$ cat config.mk
export PLATFORM = sky130hd
export DESIGN_NAME = pke_queue
export DESIGN_NICKNAME = d
export VERILOG_FILES = /design/src/rtl/core/pke_pkg.sv /design/src/rtl/core/pke_queue.sv
export SDC_FILE = /design/constraint.sdc
export NUM_CORES = 1
export LEC_CHECK = 0
export BUFFER_PORTS_ARGS = -buffer_cell sky130_fd_sc_hd__buf_2
export CELL_PAD_IN_SITES_DETAIL_PLACEMENT = 1
export CELL_PAD_IN_SITES_GLOBAL_PLACEMENT = 1
export CORE_UTILIZATION = 49
export DETAILED_ROUTE_END_ITERATION = 7
export PLACE_DENSITY_LB_ADDON = 0.1
export SLEW_MARGIN = 20
export SYNTH_ARGS = -nofsm -noshare
export SYNTH_HDL_FRONTEND = slang
export SYNTH_SLANG_ARGS = --single-unit
$ cat constraint.sdc
create_clock -name clock -period 1.7 [get_ports clock]
set_input_delay 0.34 -clock clock [delete_from_list [all_inputs] [get_ports clock]]
set_output_delay 0.34 -clock clock [all_outputs]
set_load 0.05 [all_outputs]
$ cat src/rtl/core/pke_pkg.sv
// Shared types, constants and AES helper functions for the payload keystream encryptor.
package pke_pkg;

   localparam int MAX_MESSAGE_BYTES = 256;
   localparam int POS_W = $clog2(MAX_MESSAGE_BYTES);
   localparam int QUEUE_DEPTH = 4;
   localparam int QPTR_W = $clog2(QUEUE_DEPTH);
   localparam int CSR_INDEX_W = 3;
   localparam int CSR_DATA_W = 64;
   localparam logic [7:0] CTR_BLOCK_TAG = 8'h01;
   localparam logic [3:0] LAST_ROUND = 4'd10;

   typedef enum logic [CSR_INDEX_W-1:0] {
      CSR_KEY_LOW = 3'd0,
      CSR_KEY_HIGH = 3'd1,
      CSR_DEVICE_ADDRESS = 3'd2,
      CSR_FRAME_COUNTER = 3'd3,
      CSR_DIRECTION = 3'd4
   } csr_index_type;

   typedef struct packed {
      logic [7:0] plain_byte;
      logic       final_byte;
   } req_data_type;

   typedef struct packed {
      logic [7:0] cipher_byte;
      logic       end_of_message;
   } rsp_data_type;

   typedef struct packed {
      logic [63:0] key_low;
      logic [63:0] key_high;
      logic [31:0] device_address;
      logic [31:0] frame_counter;
      logic        direction;
   } cfg_type;

   typedef struct packed {
      logic [7:0] plain_byte;
      logic       final_byte;
      logic [3:0] offset;
      logic [7:0] block_number;
      logic       new_block;
   } entry_type;

   typedef struct packed {
      logic [127:0] block;
      logic [127:0] key;
   } aes_job_type;

   localparam logic [7:0] SBOX [256] = '{
      8'h63,8'h7c,8'h77,8'h7b,8'hf2,8'h6b,8'h6f,8'hc5,8'h30,8'h01,8'h67,8'h2b,8'hfe,8'hd7,8'hab,8'h76,
      8'hca,8'h82,8'hc9,8'h7d,8'hfa,8'h59,8'h47,8'hf0,8'had,8'hd4,8'ha2,8'haf,8'h9c,8'ha4,8'h72,8'hc0,
      8'hb7,8'hfd,8'h93,8'h26,8'h36,8'h3f,8'hf7,8'hcc,8'h34,8'ha5,8'he5,8'hf1,8'h71,8'hd8,8'h31,8'h15,
      8'h04,8'hc7,8'h23,8'hc3,8'h18,8'h96,8'h05,8'h9a,8'h07,8'h12,8'h80,8'he2,8'heb,8'h27,8'hb2,8'h75,
      8'h09,8'h83,8'h2c,8'h1a,8'h1b,8'h6e,8'h5a,8'ha0,8'h52,8'h3b,8'hd6,8'hb3,8'h29,8'he3,8'h2f,8'h84,
      8'h53,8'hd1,8'h00,8'hed,8'h20,8'hfc,8'hb1,8'h5b,8'h6a,8'hcb,8'hbe,8'h39,8'h4a,8'h4c,8'h58,8'hcf,
      8'hd0,8'hef,8'haa,8'hfb,8'h43,8'h4d,8'h33,8'h85,8'h45,8'hf9,8'h02,8'h7f,8'h50,8'h3c,8'h9f,8'ha8,
      8'h51,8'ha3,8'h40,8'h8f,8'h92,8'h9d,8'h38,8'hf5,8'hbc,8'hb6,8'hda,8'h21,8'h10,8'hff,8'hf3,8'hd2,
      8'hcd,8'h0c,8'h13,8'hec,8'h5f,8'h97,8'h44,8'h17,8'hc4,8'ha7,8'h7e,8'h3d,8'h64,8'h5d,8'h19,8'h73,
      8'h60,8'h81,8'h4f,8'hdc,8'h22,8'h2a,8'h90,8'h88,8'h46,8'hee,8'hb8,8'h14,8'hde,8'h5e,8'h0b,8'hdb,
      8'he0,8'h32,8'h3a,8'h0a,8'h49,8'h06,8'h24,8'h5c,8'hc2,8'hd3,8'hac,8'h62,8'h91,8'h95,8'he4,8'h79,
      8'he7,8'hc8,8'h37,8'h6d,8'h8d,8'hd5,8'h4e,8'ha9,8'h6c,8'h56,8'hf4,8'hea,8'h65,8'h7a,8'hae,8'h08,
      8'hba,8'h78,8'h25,8'h2e,8'h1c,8'ha6,8'hb4,8'hc6,8'he8,8'hdd,8'h74,8'h1f,8'h4b,8'hbd,8'h8b,8'h8a,
      8'h70,8'h3e,8'hb5,8'h66,8'h48,8'h03,8'hf6,8'h0e,8'h61,8'h35,8'h57,8'hb9,8'h86,8'hc1,8'h1d,8'h9e,
      8'he1,8'hf8,8'h98,8'h11,8'h69,8'hd9,8'h8e,8'h94,8'h9b,8'h1e,8'h87,8'he9,8'hce,8'h55,8'h28,8'hdf,
      8'h8c,8'ha1,8'h89,8'h0d,8'hbf,8'he6,8'h42,8'h68,8'h41,8'h99,8'h2d,8'h0f,8'hb0,8'h54,8'hbb,8'h16
   };

   function automatic logic [7:0] xtime(input logic [7:0] x);
      return {x[6:0], 1'b0} ^ (x[7] ? 8'h1b : 8'h00);
   endfunction

   function automatic logic [7:0] get_byte(input logic [127:0] v, input int i);
      return v[127-8*i -: 8];
   endfunction

   function automatic logic [127:0] next_round_key(input logic [127:0] rk,
                                                   input logic [7:0] rcon);
      logic [31:0] w0, w1, w2, w3, t, n0, n1, n2, n3;
      w0 = rk[127:96];
      w1 = rk[95:64];
      w2 = rk[63:32];
      w3 = rk[31:0];
      t = {SBOX[w3[23:16]] ^ rcon, SBOX[w3[15:8]], SBOX[w3[7:0]], SBOX[w3[31:24]]};
      n0 = w0 ^ t;
      n1 = w1 ^ n0;
      n2 = w2 ^ n1;
      n3 = w3 ^ n2;
      return {n0, n1, n2, n3};
   endfunction

   function automatic logic [127:0] cipher_round(input logic [127:0] s,
                                                 input logic last);
      logic [7:0] sb [16];
      logic [7:0] sr [16];
      logic [7:0] a0, a1, a2, a3, x;
      logic [127:0] res;
      for (int i = 0; i < 16; i++) begin
         sb[i] = SBOX[get_byte(s, i)];
      end
      for (int c = 0; c < 4; c++) begin
         for (int j = 0; j < 4; j++) begin
            sr[4*c+j] = sb[4*((c+j)%4)+j];
         end
      end
      for (int c = 0; c < 4; c++) begin
         a0 = sr[4*c];
         a1 = sr[4*c+1];
         a2 = sr[4*c+2];
         a3 = sr[4*c+3];
         x = a0 ^ a1 ^ a2 ^ a3;
         if (last) begin
            res[127-32*c -: 32] = {a0, a1, a2, a3};
         end else begin
            res[127-32*c -: 32] = {a0 ^ x ^ xtime(a0 ^ a1), a1 ^ x ^ xtime(a1 ^ a2),
                                   a2 ^ x ^ xtime(a2 ^ a3), a3 ^ x ^ xtime(a3 ^ a0)};
         end
      end
      return res;
   endfunction

endpackage

$ cat src/rtl/core/pke_queue.sv
// Short queue of tagged bytes between the front and back ends.
module pke_queue (
   input  logic               clock,
   input  logic               reset,
   input  logic               push,
   input  pke_pkg::entry_type push_entry,
   input  logic               pop,
   output logic               full,
   output logic               empty,
   output pke_pkg::entry_type head
);

   pke_pkg::entry_type               mem_ff [pke_pkg::QUEUE_DEPTH];
   logic [pke_pkg::QPTR_W-1:0]       wr_ff, wr_in, rd_ff, rd_in;
   logic [pke_pkg::QPTR_W:0]         count_ff, count_in;

   assign full = (count_ff == (pke_pkg::QPTR_W+1)'(pke_pkg::QUEUE_DEPTH));
   assign empty = (count_ff == '0);
   assign head = mem_ff[rd_ff];

   always_comb begin
      wr_in = push ? wr_ff + 1'b1 : wr_ff;
      rd_in = pop ? rd_ff + 1'b1 : rd_ff;
      count_in = count_ff;
      if (push && !pop) begin
         count_in = count_ff + 1'b1;
      end else if (pop && !push) begin
         count_in = count_ff - 1'b1;
      end
   end

   always_ff @(posedge clock) begin
      if (push) begin
         mem_ff[wr_ff] <= push_entry;
      end
   end

   always_ff @(posedge clock) begin
      if (reset) begin
         wr_ff <= '0;
         rd_ff <= '0;
         count_ff <= '0;
      end else begin
         wr_ff <= wr_in;
         rd_ff <= rd_in;
         count_ff <= count_in;
      end
   end

endmodule

# [Word level (Yosys, flattened, before mapping)]
# Memories as Yosys holds them, arrays and structs flattened. A register that Yosys moved wholly into a read port is not among the register bits.
# Cells that the tools add are included.
[op_classes] addsub=4 eq_ne=1 n_mux=6 reduce_logical=6
[ops] cell="3-bit two-way mux" count=2
[ops] cell="2-bit by 1-bit adder with 2-bit output, second input constant" count=2
[ops] cell="2-bit two-way mux" count=2
[ops] cell="3-bit by 1-bit adder with 3-bit output, second input constant" count=1
[ops] cell="3-bit == test, second input constant" count=1
[ops] cell="3-bit logical NOT" count=1
[ops] cell="3-bit by 1-bit subtractor with 3-bit output, second input constant" count=1
[ops] cell="1-bit logical AND" count=2
[ops] cell="1-bit logical NOT" count=2
[ops] cell="1-bit two-way mux" count=2
[ops] cell="2-bit nonzero test" count=1
[totals] ff_bits=7 ramBits=88 mem_count=1
[memory_table] name="mem_ff" words=4 width=22 read_ports=1 rd_clocked_by_memory_dff=1 wr=1 line="pke_queue.sv:13" text="pke_pkg::entry_type mem_ff [pke_pkg::QUEUE_DEPTH];"

# [Longest topological paths before layout]
# Gate-level depths: netlist of run 1.
[depth] ltp_word=4 mapped_depth=7 mapped_depth_nobuf=7

# [Least setup slack after synthesis of run 1]
# Ideal clock, no wire load.
[synth_path] path_kind="register -> output" startpoint="register count_ff[1] (netlist name)" endpoint="output full" arrival_time_ns=1.502 path_slack_ns=-0.142 stages_incl_launch_ff=2 path_buffers=0 path_cell_list="dfxtp_1 -> nor3b_1"
[synth_between] elab_chain_len=1
[synth_lines] element="from (decl)" line="pke_queue.sv:15" text="logic [pke_pkg::QPTR_W:0] count_ff, count_in;"
[synth_lines] element="from (signal assigned)" line="pke_queue.sv:46" text="count_ff <= count_in;"
[synth_lines] element="3-bit == test" line="pke_queue.sv:17" text="assign full = (count_ff == (pke_pkg::QPTR_W+1)'(pke_pkg::QUEUE_DEPTH));"
[synth_lines] element="to (decl)" line="pke_queue.sv:8" text="output logic full,"
# Every way passes these cells.

==> metrics.txt, run 1 <==
count of pins over their slew limit 0; global-route wire length before repair 9770 um; GR Util met2 0.307; Gate Count Post-Synth around 160; status finished, violations left; # IOs 50; post-route clock period utilization 1.14; Final HPWL DP ~4100 um; wire per inst roughly 19 um; Setup CP Type reg -> out; number of global-route vias before repair 1912; fmax 515 MHz; Final WS setup -0.242 ns; post-synthesis register bit count 97; Mapped Area 3610 um2; CTS tree built; Hold Path Class in -> reg; clock period minus worst slack about 2 ns; net count after synthesis 190; GRT busiest layer met2; Yosys cell types 21; final net count 259; Routed WL 6240 um; WP data arrival roughly 1.6 ns; Clk Latency, worst-skew pair 0.35 ns; total power slightly above 5 mW; post-synth top area cell edfxtp_1; Root Driver clkbuf_8; Row Count 30; htree depth 3; initial DRC count 99; RR Startpoint count_ff[0]$_SDFFE_PP0P_; Fin Clk Skew 0.0124 ns; Critical Path Fanout Max 10; post-synthesis compound-gate area fraction 0.00277; mux cell area share after synthesis 0.145; Area Overhead vs Synth 23.2%; met3 Resource Use GR 0.0528; ant diodes 0; met1 usage 0.221; total gr overflow 0; post-synthesis simple-gate area fraction 0.0205; vias per cell 5.16; Crit path required time between 1 and 1.5 ns; largest cells by area after synthesis edfxtp_1 (73%), mux4_2 (12%), dfxtp_1 (5.0%), ha_1 (1.7%), mux4_1 (1.5%); RePlAce Congestion 0.717; fillers approximately 600; Buf+Inv Stages, Crit Path 2; cells along the critical path buf_12 > mux4_2 > buf_6; maximum vdd drop 528 uV; worst hold start push_entry[18]; DIE WIDTH 87.8 um; actual slew at the worst max-slew pin 0.254 ns; max cap viols 0; cts hold-fix bufs 0; slowest stage delay, CP 0.52 ns; Synthesis Warnings 0; core box area 6940 um2; Finished Cell Area ~4400 um2; DP Area 4110 um2; Startpoint Class register; Final Hold Fails 0; largest family of logic cells by synthesized area multiplexers; CTS Buf Count 9; PwrDens 1170 nW/um2; drc violations 0; Clock Tree Buf Depth 2; via count 1693; Placed Cells 310; Finished Layout Cells 328; share of layout cells above drive strength 1 0.431; RSZ-0062 raised after global routing true; initial antenna violation count 0; CP endpoint kind output port; Die Span Y 87.8 um; Die ar. 7710 um2; slowest CP cell mux4_2; initial core utilization 0.519; Adder-Cell Fraction of Synth Area 0.0229; sequential-to-total area share from yosys stat 0.783; largest net degree at the start of global routing 23; final setup fails 22; Slew HR 0.832; GRT Total Usage 0.181; top-area cell type share of the netlist area 0.733; clock slew at reported path FFs 0.09 ns; CTS sink count 97; DR pass1 iterations 4; delay-heaviest family, CP multiplexers; violated checks setup timing; Post-Syn Area per Cell 22.8 um2; PortBufs 49; LEAKAGE 1.55 nW; remaining antenna violation count 0; xor and xnor area share after synthesis 0.0121
-- Yosys cell counts --
master    number
buf_6          2
buf_2          2
clkbuf_1       1
edfxtp_1      88
fa_1           1
xnor2_1        2
dfxtp_1        9
or3_1          1
nor2_1         7
inv_1          4
mux4_1         2
ha_1           5
a21oi_1        1
mux2i_1        2
mux4_2        20
and2_1         4
nor3b_1        1
nor3_1         1
nand2_1        1
xor2_1         3
o21ai_0        1
-- path summary, 6_finish.rpt --
check,slack [ns],to,cells past startpoint
worst max-delay path,-0.24,head[3],3
worst min-delay path,0.20,mem_ff[1][18]$_DFFE_PP_,1
worst max register to register,0.17,count_ff[2]$_SDFFE_PP0P_,4
worst min register to register,0.55,rd_ff[0]$_SDFFE_PP0P_,2
-- per-layer routing --
layer  wire length (um)  part of all wire
met4                 77             0.012
met1               2570              0.41
met5                  0                 0
met3                257             0.041
met2               3330              0.53
-- area by class of cell --
cell class,instances,area (um2),share of cell area
tap,96,120,0.0270
inverter,4,15.0,0.00338
timing repair buffer,63,563,0.127
clock inverter,6,57.6,0.0129
sequential,97,2830,0.636
clock buffer,10,128,0.0287
multi-input combinational,52,736,0.165
-- kinds of logic (layout without fill, tap and decap cells) --
| group | Yosys count | after routing |
|---|---|---|
| xor gates and xnor gates | 5 | 5 |
| and+or+nand+nor | 15 | 15 |
| DFF | 97 | 97 |
| muxes | 24 | 24 |
| AOI/OAI and AO/OA | 2 | 2 |
| buffers and inverters | 9 | 83 |
| adders and majority gates | 6 | 6 |
-- registers in the layout (all words and copies together), names as in the netlist, named ones only --
register and cells:
wr_ff 2, rd_ff 2, mem_ff 88, count_ff 3
-- through the flow --
step                worst slack [ns]  hold WS, ns  setup TNS, ns   util
global route                  -0.303        0.189          -6.11  0.640
finish                        -0.242        0.199          -4.77  0.640
global placement             -0.0135        0.486        -0.0135  0.592
CTS                           -0.272        0.186          -5.34  0.639
floorplan                     0.0998        0.439              0      -
detailed placement           -0.0931        0.536        -0.0931  0.592
-- cell usage in the layout (no fill, tap or decap), types with 3 or more instances in the layout --
| master | synthesis | routed |
|---|---|---|
| edfxtp_1 | 88 | 88 |
| buf_2 | 2 | 27 |
| mux4_2 | 20 | 22 |
| buf_6 | 2 | 22 |
| clkbuf_8 | 0 | 9 |
| dfxtp_1 | 9 | 8 |
| buf_4 | 0 | 8 |
| nor2_1 | 7 | 7 |
| buf_12 | 0 | 6 |
| ha_1 | 5 | 5 |
| inv_1 | 4 | 4 |
| and2_1 | 4 | 4 |
| xor2_1 | 3 | 3 |
| clkinv_1 | 0 | 3 |
-- where the power goes --
part           switching [mW]  internal (mW)  total [mW]
Clock                   0.738          0.672        1.41
Combinational           0.587          0.401       0.988
Sequential             0.0571           2.73        2.79
-- repair_timing --
item	4_1_cts	5_1_grt
gates resized for setup	45	2
setup buffers	1	1
endpoints found under the setup margin	22	22
No activity file was read; power rests on OpenSTA's default activity.
==> inputs of run 2 (changes only) <==
CORE_UTILIZATION = 53   (was 49)
clock period = 2.32 ns   (was 1.7 ns; I/O delays follow)
==> run 2 against run 1 <==
Against the previous run: the flow finishes with violations (DRC); flip-flop and latch count unchanged; clock skew down 0.0071 ns; register-to-register slack better by 0.52 ns; via count up 0.30%; hold slack better by 0.13 ns; final area down 5.4%; clock power down 27%; wire length up 2.5%; critical path type unchanged; critical endpoint is now head[8].
==> metrics.txt, run 2 (same netlist as run 1, synthesis figures left out) <==
PwrDens 876 nW/um2; max reg flops 88; post-CTS setup buffer count 0; Fin Clk Skew 0.00533 ns; total gr overflow 0; clock period minus worst slack 2.18 ns; CP endpoint kind output port; final net count ~250; global-route wire length before repair 10300 um; Hold Path Class in -> reg; Hold Crit Depth 1; post-route clock period utilization 0.939; cells along the critical path buf_12 > mux4_1 > buf_2; actual slew at the worst max-slew pin 0.502 ns; PortBufs 49; Clk Latency, worst-skew pair 0.34 ns; Setup CP Type reg -> out; clock slew at reported path FFs 0.09 ns; DR pass1 iterations 6; CTS Buf Count 9; Final HPWL DP 4430 um; Crit path required time 1.86 ns; Util after Layout 0.651; via count 1698; cts repair resizes 0; maximum vdd drop 516 uV; commonest non-fill, non-tap cell in the layout edfxtp_1; htree depth 3; final setup fails 0; Root Driver clkbuf_8; hold slack 0.329 ns; Die Span Y ~85 um; Row Count 29; violated checks DRC; slowest stage delay, CP 0.57 ns; remaining antenna violation count 0; WP data arrival 1.72 ns; count of pins over their slew limit 0; largest reg by FF count mem_ff; CTS sink count 97; Critical Path Fanout Max 17; initial antenna violation count 0; share of layout cells above drive strength 1 0.405; slowest CP cell mux4_1; path depth of the worst reg2reg path 3; largest net degree at the start of global routing 23; cts hold-fix bufs 0; total power ~3.7 mW; most frequent cells in the layout edfxtp_1 (88), buf_2 (49), mux4_2 (20); r2r endpoint mem_ff[1][8]$_DFFE_PP_; status finished, violations left; worst hold start push_entry[3]; drc violations 5; final setup TNS 0 ns; RePlAce Congestion 0.692; Setup WS pre-CTS 0.364 ns; Reg2Reg Setup Slack around 0.7 ns; max cap viols 0; delay-heaviest family, CP multiplexers; number of global-route vias before repair between 1.5k and 2k; Startpoint Class register; worst hold path endpoint mem_ff[1][3]$_DFFE_PP_; Routed WL 6390 um; fmax 459 MHz; initial DRC count 107; initial core utilization 0.559; Slew HR 0.665; biggest regs mem_ff: 88 flops, count_ff: 3 flops; RSZ-0062 raised after global routing false; Buf+Inv Stages, Crit Path 2; Final WS setup 0.140 ns; RR Startpoint wr_ff[0]$_SDFFE_PP0P_; core box area 6460 um2; LEAKAGE ~1.5 nW; DIE WIDTH 84.5 um; Final Hold Fails 0; vias per cell between 5 and 6; Die ar. 7140 um2; ant diodes 0; Area Overhead vs Synth 16.6%; GRT Total Usage 0.200; CTS tree built; # IOs 50; wire per inst 21.0 um; Clock Tree Buf Depth 2
[run 2: cell count changes in the layout (fill, tap and decap cells not counted), sizes merged]
cell    before  now
buf         63   58
clkinv       3    4
inv          5    4
[run 2: stage by stage]
stage | instances | area (um2)
2_1_floorplan | 158 | 3610
3_3_place_gp | 288 | 4020
3_5_place_dp | 288 | 4020
4_1_cts | 304 | 4210
5_1_grt | 304 | 4210
6_report | 304 | 4210
[run 2: power breakdown]
| part | internal, mW | switching, mW | leakage [nW] |
|---|---|---|---|
| Clock | 0.492 | 0.538 | 0.0913 |
| Combinational | 0.200 | 0.418 | 0.500 |
| Sequential | 2.00 | 0.0369 | 0.883 |
| Total | 2.69 | 0.993 | 1.47 |
[run 2: final cells by class]
type / count / area (um2)
Clock inverter: 6 / 58.8
Tap cell: 77 / 96.3
Fill cell: 539 / 2250
Clock buffer: 10 / 128
Multi-Input combinational cell: 52 / 733
Inverter: 4 / 15.0
Timing Repair Buffer: 58 / 350
Sequential cell: 97 / 2820
[run 2: worst max-delay path by stage]
stage	startpoint	endpoint	cells after the start
2_1_floorplan	count_ff[1]$_SDFFE_PP0P_	full	1
3_3_place_gp	pop	count_ff[2]$_SDFFE_PP0P_	8
3_5_place_dp	pop	count_ff[2]$_SDFFE_PP0P_	8
4_1_cts	register	head[8]	3
5_1_grt	register	head[17]	3
6_report	register	head[8]	3
[run 2: routing by layer]
layer / part of all wire / track usage / vias up
li1: - / - / 769
met1: 0.42 / 0.248 / 882
met2: 0.54 / 0.353 / 40
met3: 0.028 / 0.0452 / 7
met4: 0.013 / 0.0647 / 0
met5: 0 / 0 / -
