File: src/rtl/core/pke_pkg.sv
// Shared types, constants and AES helper functions for the payload keystream encryptor.
package pke_pkg;

   localparam int MAX_MESSAGE_BYTES = 256;
   localparam int POS_W = $clog2(MAX_MESSAGE_BYTES);
   localparam int QUEUE_DEPTH = 4;
   localparam int QPTR_W = $clog2(QUEUE_DEPTH);
   localparam int CSR_INDEX_W = 3;
   localparam int CSR_DATA_W = 64;
   localparam logic [7:0] CTR_BLOCK_TAG = 8'h01;
   localparam logic [3:0] LAST_ROUND = 4'd10;

   typedef enum logic [CSR_INDEX_W-1:0] {
      CSR_KEY_LOW = 3'd0,
      CSR_KEY_HIGH = 3'd1,
      CSR_DEVICE_ADDRESS = 3'd2,
      CSR_FRAME_COUNTER = 3'd3,
      CSR_DIRECTION = 3'd4
   } csr_index_type;

   typedef struct packed {
      logic [7:0] plain_byte;
      logic       final_byte;
   } req_data_type;

   typedef struct packed {
      logic [7:0] cipher_byte;
      logic       end_of_message;
   } rsp_data_type;

   typedef struct packed {
      logic [63:0] key_low;
      logic [63:0] key_high;
      logic [31:0] device_address;
      logic [31:0] frame_counter;
      logic        direction;
   } cfg_type;

   typedef struct packed {
      logic [7:0] plain_byte;
      logic       final_byte;
      logic [3:0] offset;
      logic [7:0] block_number;
      logic       new_block;
   } entry_type;

   typedef struct packed {
      logic [127:0] block;
      logic [127:0] key;
   } aes_job_type;

   localparam logic [7:0] SBOX [256] = '{
      8'h63,8'h7c,8'h77,8'h7b,8'hf2,8'h6b,8'h6f,8'hc5,8'h30,8'h01,8'h67,8'h2b,8'hfe,8'hd7,8'hab,8'h76,
      8'hca,8'h82,8'hc9,8'h7d,8'hfa,8'h59,8'h47,8'hf0,8'had,8'hd4,8'ha2,8'haf,8'h9c,8'ha4,8'h72,8'hc0,
      8'hb7,8'hfd,8'h93,8'h26,8'h36,8'h3f,8'hf7,8'hcc,8'h34,8'ha5,8'he5,8'hf1,8'h71,8'hd8,8'h31,8'h15,
      8'h04,8'hc7,8'h23,8'hc3,8'h18,8'h96,8'h05,8'h9a,8'h07,8'h12,8'h80,8'he2,8'heb,8'h27,8'hb2,8'h75,
      8'h09,8'h83,8'h2c,8'h1a,8'h1b,8'h6e,8'h5a,8'ha0,8'h52,8'h3b,8'hd6,8'hb3,8'h29,8'he3,8'h2f,8'h84,
      8'h53,8'hd1,8'h00,8'hed,8'h20,8'hfc,8'hb1,8'h5b,8'h6a,8'hcb,8'hbe,8'h39,8'h4a,8'h4c,8'h58,8'hcf,
      8'hd0,8'hef,8'haa,8'hfb,8'h43,8'h4d,8'h33,8'h85,8'h45,8'hf9,8'h02,8'h7f,8'h50,8'h3c,8'h9f,8'ha8,
      8'h51,8'ha3,8'h40,8'h8f,8'h92,8'h9d,8'h38,8'hf5,8'hbc,8'hb6,8'hda,8'h21,8'h10,8'hff,8'hf3,8'hd2,
      8'hcd,8'h0c,8'h13,8'hec,8'h5f,8'h97,8'h44,8'h17,8'hc4,8'ha7,8'h7e,8'h3d,8'h64,8'h5d,8'h19,8'h73,
      8'h60,8'h81,8'h4f,8'hdc,8'h22,8'h2a,8'h90,8'h88,8'h46,8'hee,8'hb8,8'h14,8'hde,8'h5e,8'h0b,8'hdb,
      8'he0,8'h32,8'h3a,8'h0a,8'h49,8'h06,8'h24,8'h5c,8'hc2,8'hd3,8'hac,8'h62,8'h91,8'h95,8'he4,8'h79,
      8'he7,8'hc8,8'h37,8'h6d,8'h8d,8'hd5,8'h4e,8'ha9,8'h6c,8'h56,8'hf4,8'hea,8'h65,8'h7a,8'hae,8'h08,
      8'hba,8'h78,8'h25,8'h2e,8'h1c,8'ha6,8'hb4,8'hc6,8'he8,8'hdd,8'h74,8'h1f,8'h4b,8'hbd,8'h8b,8'h8a,
      8'h70,8'h3e,8'hb5,8'h66,8'h48,8'h03,8'hf6,8'h0e,8'h61,8'h35,8'h57,8'hb9,8'h86,8'hc1,8'h1d,8'h9e,
      8'he1,8'hf8,8'h98,8'h11,8'h69,8'hd9,8'h8e,8'h94,8'h9b,8'h1e,8'h87,8'he9,8'hce,8'h55,8'h28,8'hdf,
      8'h8c,8'ha1,8'h89,8'h0d,8'hbf,8'he6,8'h42,8'h68,8'h41,8'h99,8'h2d,8'h0f,8'hb0,8'h54,8'hbb,8'h16
   };

   function automatic logic [7:0] xtime(input logic [7:0] x);
      return {x[6:0], 1'b0} ^ (x[7] ? 8'h1b : 8'h00);
   endfunction

   function automatic logic [7:0] get_byte(input logic [127:0] v, input int i);
      return v[127-8*i -: 8];
   endfunction

   function automatic logic [127:0] next_round_key(input logic [127:0] rk,
                                                   input logic [7:0] rcon);
      logic [31:0] w0, w1, w2, w3, t, n0, n1, n2, n3;
      w0 = rk[127:96];
      w1 = rk[95:64];
      w2 = rk[63:32];
      w3 = rk[31:0];
      t = {SBOX[w3[23:16]] ^ rcon, SBOX[w3[15:8]], SBOX[w3[7:0]], SBOX[w3[31:24]]};
      n0 = w0 ^ t;
      n1 = w1 ^ n0;
      n2 = w2 ^ n1;
      n3 = w3 ^ n2;
      return {n0, n1, n2, n3};
   endfunction

   function automatic logic [127:0] cipher_round(input logic [127:0] s,
                                                 input logic last);
      logic [7:0] sb [16];
      logic [7:0] sr [16];
      logic [7:0] a0, a1, a2, a3, x;
      logic [127:0] res;
      for (int i = 0; i < 16; i++) begin
         sb[i] = SBOX[get_byte(s, i)];
      end
      for (int c = 0; c < 4; c++) begin
         for (int j = 0; j < 4; j++) begin
            sr[4*c+j] = sb[4*((c+j)%4)+j];
         end
      end
      for (int c = 0; c < 4; c++) begin
         a0 = sr[4*c];
         a1 = sr[4*c+1];
         a2 = sr[4*c+2];
         a3 = sr[4*c+3];
         x = a0 ^ a1 ^ a2 ^ a3;
         if (last) begin
            res[127-32*c -: 32] = {a0, a1, a2, a3};
         end else begin
            res[127-32*c -: 32] = {a0 ^ x ^ xtime(a0 ^ a1), a1 ^ x ^ xtime(a1 ^ a2),
                                   a2 ^ x ^ xtime(a2 ^ a3), a3 ^ x ^ xtime(a3 ^ a0)};
         end
      end
      return res;
   endfunction

endpackage

File: src/rtl/core/pke_front.sv
// Front end: accepts payload bytes, tracks the message position and tags each byte.
module pke_front (
   input  logic                  clock,
   input  logic                  reset,
   input  logic                  req_valid,
   output logic                  req_stall,
   input  pke_pkg::req_data_type req_data,
   input  logic                  queue_full,
   output logic                  push,
   output pke_pkg::entry_type    push_entry
);

   logic [pke_pkg::POS_W-1:0] pos_ff, pos_in;

   assign req_stall = queue_full;
   assign push = req_valid && !queue_full;

   always_comb begin
      push_entry.plain_byte = req_data.plain_byte;
      push_entry.final_byte = req_data.final_byte;
      push_entry.offset = pos_ff[3:0];
      push_entry.block_number = 8'(pos_ff >> 4);
      push_entry.new_block = (pos_ff[3:0] == 4'd0);
   end

   always_comb begin
      pos_in = pos_ff;
      if (push) begin
         if (req_data.final_byte ||
             pos_ff == pke_pkg::POS_W'(pke_pkg::MAX_MESSAGE_BYTES - 1)) begin
            pos_in = '0;
         end else begin
            pos_in = pos_ff + 1'b1;
         end
      end
   end

   always_ff @(posedge clock) begin
      if (reset) begin
         pos_ff <= '0;
      end else begin
         pos_ff <= pos_in;
      end
   end

endmodule

File: config.mk
export PLATFORM = sky130hd
export DESIGN_NAME = pke_front
export DESIGN_NICKNAME = d
export VERILOG_FILES = /design/src/rtl/core/pke_pkg.sv /design/src/rtl/core/pke_front.sv
export SDC_FILE = /design/constraint.sdc
export NUM_CORES = 1
export LEC_CHECK = 0
export BUFFER_PORTS_ARGS = -buffer_cell sky130_fd_sc_hd__buf_2
export CAP_MARGIN = 30
export CELL_PAD_IN_SITES_DETAIL_PLACEMENT = 0
export CELL_PAD_IN_SITES_GLOBAL_PLACEMENT = 1
export CORE_MARGIN = 10
export CORE_UTILIZATION = 30
export CTS_BUF_LIST = sky130_fd_sc_hd__clkbuf_4 sky130_fd_sc_hd__clkbuf_8
export DETAILED_ROUTE_END_ITERATION = 16
export GPL_TIMING_DRIVEN = 0
export PLACE_DENSITY = 0.87
export SYNTH_ARGS = -nofsm -noshare
export SYNTH_HDL_FRONTEND = slang
export SYNTH_SLANG_ARGS = --single-unit
File: constraint.sdc
create_clock -name clock -period 2.3 [get_ports clock]
set_input_delay 0.46 -clock clock [delete_from_list [all_inputs] [get_ports clock]]
set_output_delay 0.46 -clock clock [all_outputs]
set_load 0.05 [all_outputs]
# Yosys cells after proc, flatten, opt, wreduce, memory -nomap -nowiden
# Cells that the tools add are included.
dict set report totals {
  elab_cells 8
  output_inout_bits 24
  inputBits 13
  reg_bits 8
}
dict set report op_classes {
  n_eq_ne 1
  reduce_logical 4
  mux 1
  n_addsub 1
}
# op n
set ops {}
lappend ops {{adder 8 x 1 -> 8 bit, second input constant} 1}
lappend ops {{== test 8 bit, second input constant} 1}
lappend ops {{two-way mux 8 bit} 1}
lappend ops {{logical NOT 4 bit} 1}
lappend ops {{logical AND 1 bit} 1}
lappend ops {{logical NOT 1 bit} 1}
lappend ops {{logical OR 1 bit} 1}

# Depth between registers and ports, before layout
# Gate-level depths: netlist of the first run.
dict set report logic_depth {
  depth_word 3
  ltp_mapped 4
  depth_no_buf 4
}

# Worst setup path after synthesis of the first run
# Ideal clock, no wire load.
dict set report synth_path {
  kind {reg2out}
  start {register pos_ff[0] (netlist name)}
  end {output push_entry[0] (netlist name)}
  t_required_ps 1840
  arrival_time_ps 1896
  n_path_buf 0
  path_slack_ps -56
  path_stages_with_launch 4
  path_cell_list {dfxtp_1 > inv_1 > ha_1 > nor3b_1}
}
# item line_no
set synth_rtl {}
lappend synth_rtl {{start, declared} pke_front.sv:13} ;# logic [pke_pkg::POS_W-1:0] pos_ff, pos_in;
lappend synth_rtl {{start signal, assigned} pke_front.sv:42} ;# pos_ff <= pos_in;
lappend synth_rtl {{end, declared} pke_front.sv:10} ;# output pke_pkg::entry_type push_entry

==> impl_metrics.json, run 1 <==
{
  "timing.final.crit_share": 0.755,
  "largest_register_ffs": 8,
  "ys_ff_latch": 8,
  "core_um2": 1690,
  "postCtsSetupBuffers": 0,
  "routed_via_density": 4.64,
  "antenna_left": 0,
  "power.density_nw_per_um2": 526,
  "synth_area_leaders": "dfxtp_1, buf_4, a21oi_1",
  "finalCriticalPeriod_ps": 1740,
  "vias": 510,
  "rsz0062_at_grt": "false",
  "first_pass_iters": 4,
  "worstPathRequired_ps": 1840,
  "gp_congestion": 0.665,
  "crit_fanout": 5,
  "clock-root-buffer": "clkbuf_4",
  "finalHoldViolCount": 0,
  "slowest_delay_ps": 410,
  "synth_cells": 63,
  "critPathArrivalTime_ps": 1280,
  "synth_area_leader_cell": "dfxtp_1",
  "crit_type": "reg2out",
  "cts_hold_buf": 0,
  "cts_max_level": 1,
  "drv_cap": 0,
  "worstSetupStartpointType": "flip-flop",
  "die_area_um2": 3830,
  "seq_area_frac_synth": 0.305,
  "dpl.hpwl_mm": 1.16,
  "gr-total-overflow": 0,
  "layout_setup_ws_ps": 564,
  "cts.sinks": 8,
  "antennaDiodeCount": 0,
  "r2r_start": "pos_ff[0]",
  "cp.buffers_inverters": 2,
  "fp.dieW_um": 61.9,
  "final_cells": 110,
  "finalSetupTns_ps": 0,
  "fin_skew_ps": 3.44,
  "critical_path.top_delay_family": "flip-flops",
  "synth.cell_area_um2": 526,
  "p_leak_nw": 0.334,
  "finalMaxSlewViolations": 0,
  "fmax_ghz": 0.576,
  "status": "complete, no violations",
  "crit_path_start": "pos_ff[0]",
  "top_register": "pos_ff",
  "cts_tree": "built",
  "hold_path_class": "in2reg",
  "route.detailed.drc": 0,
  "nets": 110,
  "first_global_vias": 542,
  "synth.avg_cell_area_um2": 8.34,
  "hp-start": "reset",
  "synth_top_area_frac": 0.305,
  "nFillCells": 188,
  "clkLatencyLatePin_ps": 250,
  "end_kind": "primary output",
  "ir_drop_uv": 273,
  "yosysUniqueCellTypes": 23,
  "syn_to_final_growth_pct": 34.3,
  "first_iter_violations": 4,
  "crit_slowest_cell": "dfxtp_1",
  "grt_pass1_wl_mm": 2.35,
  "worst_pin_slew_ps": 611,
  "start_util": 0.311,
  "port_buffers": 24,
  "clk_pin_slew_ps": 60,
  "drive_above_1_share": 0.473,
  "drt_wl_total_mm": 1.41,
  "pre_cts_ws_ps": 541,
  "die_h_um": 61.9,
  "place_area_um2": 683,
  "setup_violations": 0,
  "grt_max_degree": 9,
  "path_cells": "inv_1 > ha_1 > nor3b_2 > buf_2",
  "grt_use_total": 0.0827,
  "antenna_found_initial": 0,
  "design_area_um2": 706,
  "reg2reg_slack_ps": 620,
  "rows": 15,
  "dp.cells": 107,
  "numCtsBuffers": 3,
  "cts_resized": 0,
  "routedWlPerCell_um": 12.8,
  "clockBufferDepth": 2,
  "io_pins": 37,
  "relSlewSlack": 0.592,
  "top_regs": "pos_ff (8)",
  "ys_warn_count": 0
}
[routing by layer]
layer / global-route usage / vias up / wire length [um]
li1: - / 261 / -
met1: 0.0912 / 223 / 597
met2: 0.120 / 24 / 623
met3: 0.0488 / 2 / 185
met4: 0.0478 / 0 / 5
met5: 0 / - / 0
[synthesized netlist by cell type]
| library cell | count |
|---|---|
| nor2_1 | 3 |
| nor2b_1 | 1 |
| inv_1 | 4 |
| ha_1 | 2 |
| mux2i_1 | 1 |
| conb_1 | 1 |
| o311ai_2 | 1 |
| dfxtp_1 | 8 |
| buf_4 | 14 |
| nand4b_1 | 1 |
| or3_2 | 1 |
| nor3b_1 | 1 |
| o21ai_0 | 3 |
| nand4_1 | 1 |
| or3_1 | 2 |
| xor2_1 | 1 |
| nand2_1 | 4 |
| or4_1 | 2 |
| nand3b_1 | 3 |
| xnor2_1 | 1 |
| a21oi_1 | 5 |
| o31ai_1 | 2 |
| nand3_1 | 1 |
[per-stage QoR]
| stage | hold WS (ps) | power (mW) | util |
|---|---|---|---|
| 4_1_cts | 442 | 0.376 | 0.418 |
| 3_3_place_gp | 487 | 0.262 | 0.404 |
| 5_1_grt | 472 | 0.393 | 0.418 |
| 3_5_place_dp | 491 | 0.264 | 0.404 |
| 6_report | 446 | 0.371 | 0.418 |
| 2_1_floorplan | 622 | 0.242 | - |
[worst paths after layout]
| check | depth (start not counted) | to |
|---|---|---|
| setup / recovery | 4 | push_entry[0] |
| hold / removal | 4 | pos_ff[6] |
| setup reg to reg | 4 | pos_ff[1] |
| hold reg to reg | 2 | pos_ff[7] |
[kinds of logic after synthesis]
family          after synthesis  synth area share
compound gates               11             0.136
xor+xnor                      2            0.0333
fa+ha+maj                     2            0.0476
buf+inv                      18             0.229
flops                         8             0.305
mux                           1            0.0190
other cells                   1           0.00714
simple gates                 20             0.224
[report_power, final]
part           leakage [nW]  switching (mW)  total, mW  internal (mW)
Sequential           0.0646         0.00268      0.143          0.141
Combinational         0.255          0.0819      0.116         0.0346
Clock                0.0138          0.0513      0.111         0.0600
[area by class of cell]
type	instances	area, um^2	area share
Buffer	14	105	0.149
Clock buffer	3	22.5	0.0319
Inverter	4	15.0	0.0213
Multi-Input combinational cell	40	262	0.371
Sequential cell	8	160	0.227
Tap cell	17	21.3	0.0301
Timing Repair Buffer	24	120	0.170
[layout by cell type, fill, tap and decap left out, types with 3 or more instances in the layout]
| cell | Yosys | layout |
|---|---|---|
| o21ai_0 | 3 | 3 |
| nand3b_1 | 3 | 3 |
| inv_1 | 4 | 4 |
| buf_2 | 0 | 24 |
| nor2_1 | 3 | 3 |
| nand2_1 | 4 | 4 |
| buf_4 | 14 | 14 |
| a21oi_1 | 5 | 5 |
| dfxtp_1 | 8 | 8 |
| conb_1 | 1 | 4 |
| clkbuf_4 | 0 | 3 |
[worst register-to-register path: stages, from the launching register on]
cell and delay (ps):
dfxtp_1 410, ha_1 200, nand4b_1 200, o311ai_2 640, nor2_1 100
No activity file was read; power rests on OpenSTA's default activity.
==> run 2, diff against run 1 <==
--- a/config.mk
+++ b/config.mk
@@ -10,11 +10,11 @@
 export CELL_PAD_IN_SITES_DETAIL_PLACEMENT = 0
 export CELL_PAD_IN_SITES_GLOBAL_PLACEMENT = 1
 export CORE_MARGIN = 10
-export CORE_UTILIZATION = 30
+export CORE_UTILIZATION = 28
 export CTS_BUF_LIST = sky130_fd_sc_hd__clkbuf_4 sky130_fd_sc_hd__clkbuf_8
 export DETAILED_ROUTE_END_ITERATION = 16
 export GPL_TIMING_DRIVEN = 0
-export PLACE_DENSITY = 0.87
+export PLACE_DENSITY = 0.82
 export SYNTH_ARGS = -nofsm -noshare
 export SYNTH_HDL_FRONTEND = slang
 export SYNTH_SLANG_ARGS = --single-unit
==> constraint.sdc (replaced) <==
create_clock -name clock -period 1.8 [get_ports clock]
set_input_delay 0.36 -clock clock [delete_from_list [all_inputs] [get_ports clock]]
set_output_delay 0.36 -clock clock [all_outputs]
set_load 0.05 [all_outputs]
==> run 2 against run 1 <==
Compared with the run above:
- global-route usage is 0.84 points lower
- sequential share of layout area is 0.63 points lower
- die area is 4.8% higher
- sequential power is 28% higher
- design area is 2.8% higher
- hold slack worse by 63 ps
- largest cell class unchanged
- largest power group unchanged
==> impl_metrics.json, run 2 (synthesized netlist as in run 1, its figures left out) <==
{
  "status": "complete, no violations",
  "worstSetupStartpointType": "flip-flop",
  "drive_above_1_share": 0.473,
  "fp.dieW_um": 63.3,
  "drt_wl_total_mm": 1.43,
  "drv_cap": 0,
  "first_global_vias": 551,
  "clk_pin_slew_ps": 60,
  "port_buffers": 24,
  "finalSetupTns_ps": 0,
  "cts_max_level": 1,
  "gp_congestion": 0.718,
  "nets": 110,
  "antennaDiodeCount": 0,
  "setup_violations": 0,
  "clkLatencyLatePin_ps": 260,
  "crit_type": "reg2out",
  "largest_register_ffs": 8,
  "rsz0062_at_grt": "false",
  "antenna_left": 0,
  "clockBufferDepth": 2,
  "rows": 15,
  "die_area_um2": 4010,
  "route.detailed.drc": 0,
  "routedWlPerCell_um": 12.1,
  "top_register": "pos_ff",
  "fin_skew_ps": 5.59,
  "gr-total-overflow": 0,
  "grt_max_degree": 9,
  "top_regs": "pos_ff (8)",
  "routed_via_density": 4.47,
  "crit_fanout": 5,
  "hold_path_class": "in2reg",
  "pre_cts_ws_ps": 160,
  "antenna_found_initial": 0,
  "cts.sinks": 8,
  "finalMaxSlewViolations": 0,
  "power_mw": 0.476,
  "p_leak_nw": 0.354,
  "core_um2": 1750,
  "grt_use_total": 0.0743,
  "cts_tree": "built",
  "worstPathRequired_ps": 1440,
  "clock-root-buffer": "clkbuf_4",
  "power.density_nw_per_um2": 656,
  "finalCriticalPeriod_ps": 1660,
  "timing.final.crit_share": 0.921,
  "numCtsBuffers": 3,
  "mostFrequentLayoutCells": "buf_2, buf_4, dfxtp_1, a21oi_1",
  "dpl.hpwl_mm": 1.18,
  "place_area_um2": 693,
  "first_pass_iters": 4,
  "nFillCells": 199,
  "final_common_cell": "buf_2",
  "design_area_um2": 726,
  "syn_to_final_growth_pct": 38.1,
  "layout_setup_ws_ps": 142,
  "grt_pass1_wl_mm": 2.44,
  "critPathArrivalTime_ps": 1300,
  "start_util": 0.301,
  "die_h_um": 63.3,
  "ir_drop_uv": 277,
  "io_pins": 37,
  "vias": 528,
  "end_kind": "primary output",
  "fmax_ghz": 0.603,
  "finalHoldViolCount": 0,
  "first_iter_violations": 10
}
==> run 2: through the flow <==
step / hold WS, ps / cells / util
CTS: 351 / 118 / 0.410
detailed placement: 493 / 115 / 0.397
floorplan: 522 / 66 / -
global placement: 479 / 115 / 0.397
global route: 402 / 118 / 0.416
finish: 383 / 118 / 0.416
==> run 2: cell type report <==
class                   count  area, um^2  area share
clock buffers               3        22.5      0.0310
well taps                  25        31.3      0.0431
flip-flops and latches      8         160       0.221
repair buffers             24         120       0.166
plain buffers              14         105       0.145
inverters                   4        15.0      0.0207
multi-input cells          40         272       0.374
==> run 2: per-layer routing <==
metal / global-route usage / wire length [um] / up-vias
met4: 0.0164 / 8 / 0
met2: 0.118 / 625 / 27
met3: 0.0565 / 166 / 2
met5: 0 / 0 / -
met1: 0.0759 / 627 / 236
li1: - / - / 263
==> run 2: timing repair <==
item	4_1_cts	5_1_grt
hold buffers	0	0
resized for setup	0	1
setup buffers	0	0
hold endpoints to repair	0	0
endpoints found under the setup margin	0	7
==> run 2: path summary, 6_finish.rpt <==
path,from,endpoint,slack (ps),depth (start not counted)
worst max register to register,pos_ff[0],pos_ff[0],250,4
worst min register to register,pos_ff[7],pos_ff[7],510,2
worst min-delay path,reset,pos_ff[6],380,4
worst max-delay path,pos_ff[0],push_entry[0],140,4
==> run 2: power by group <==
part | switching (mW) | internal, mW
Clock | 0.0653 | 0.0766
Combinational | 0.106 | 0.0454
Sequential | 0.00348 | 0.180
==> run 2: worst max-delay path, stage by stage, from the launching register on <==
cell and delay, ps:
dfxtp_1 410, inv_1 70, ha_1 200, nor3b_2 150, buf_2 210
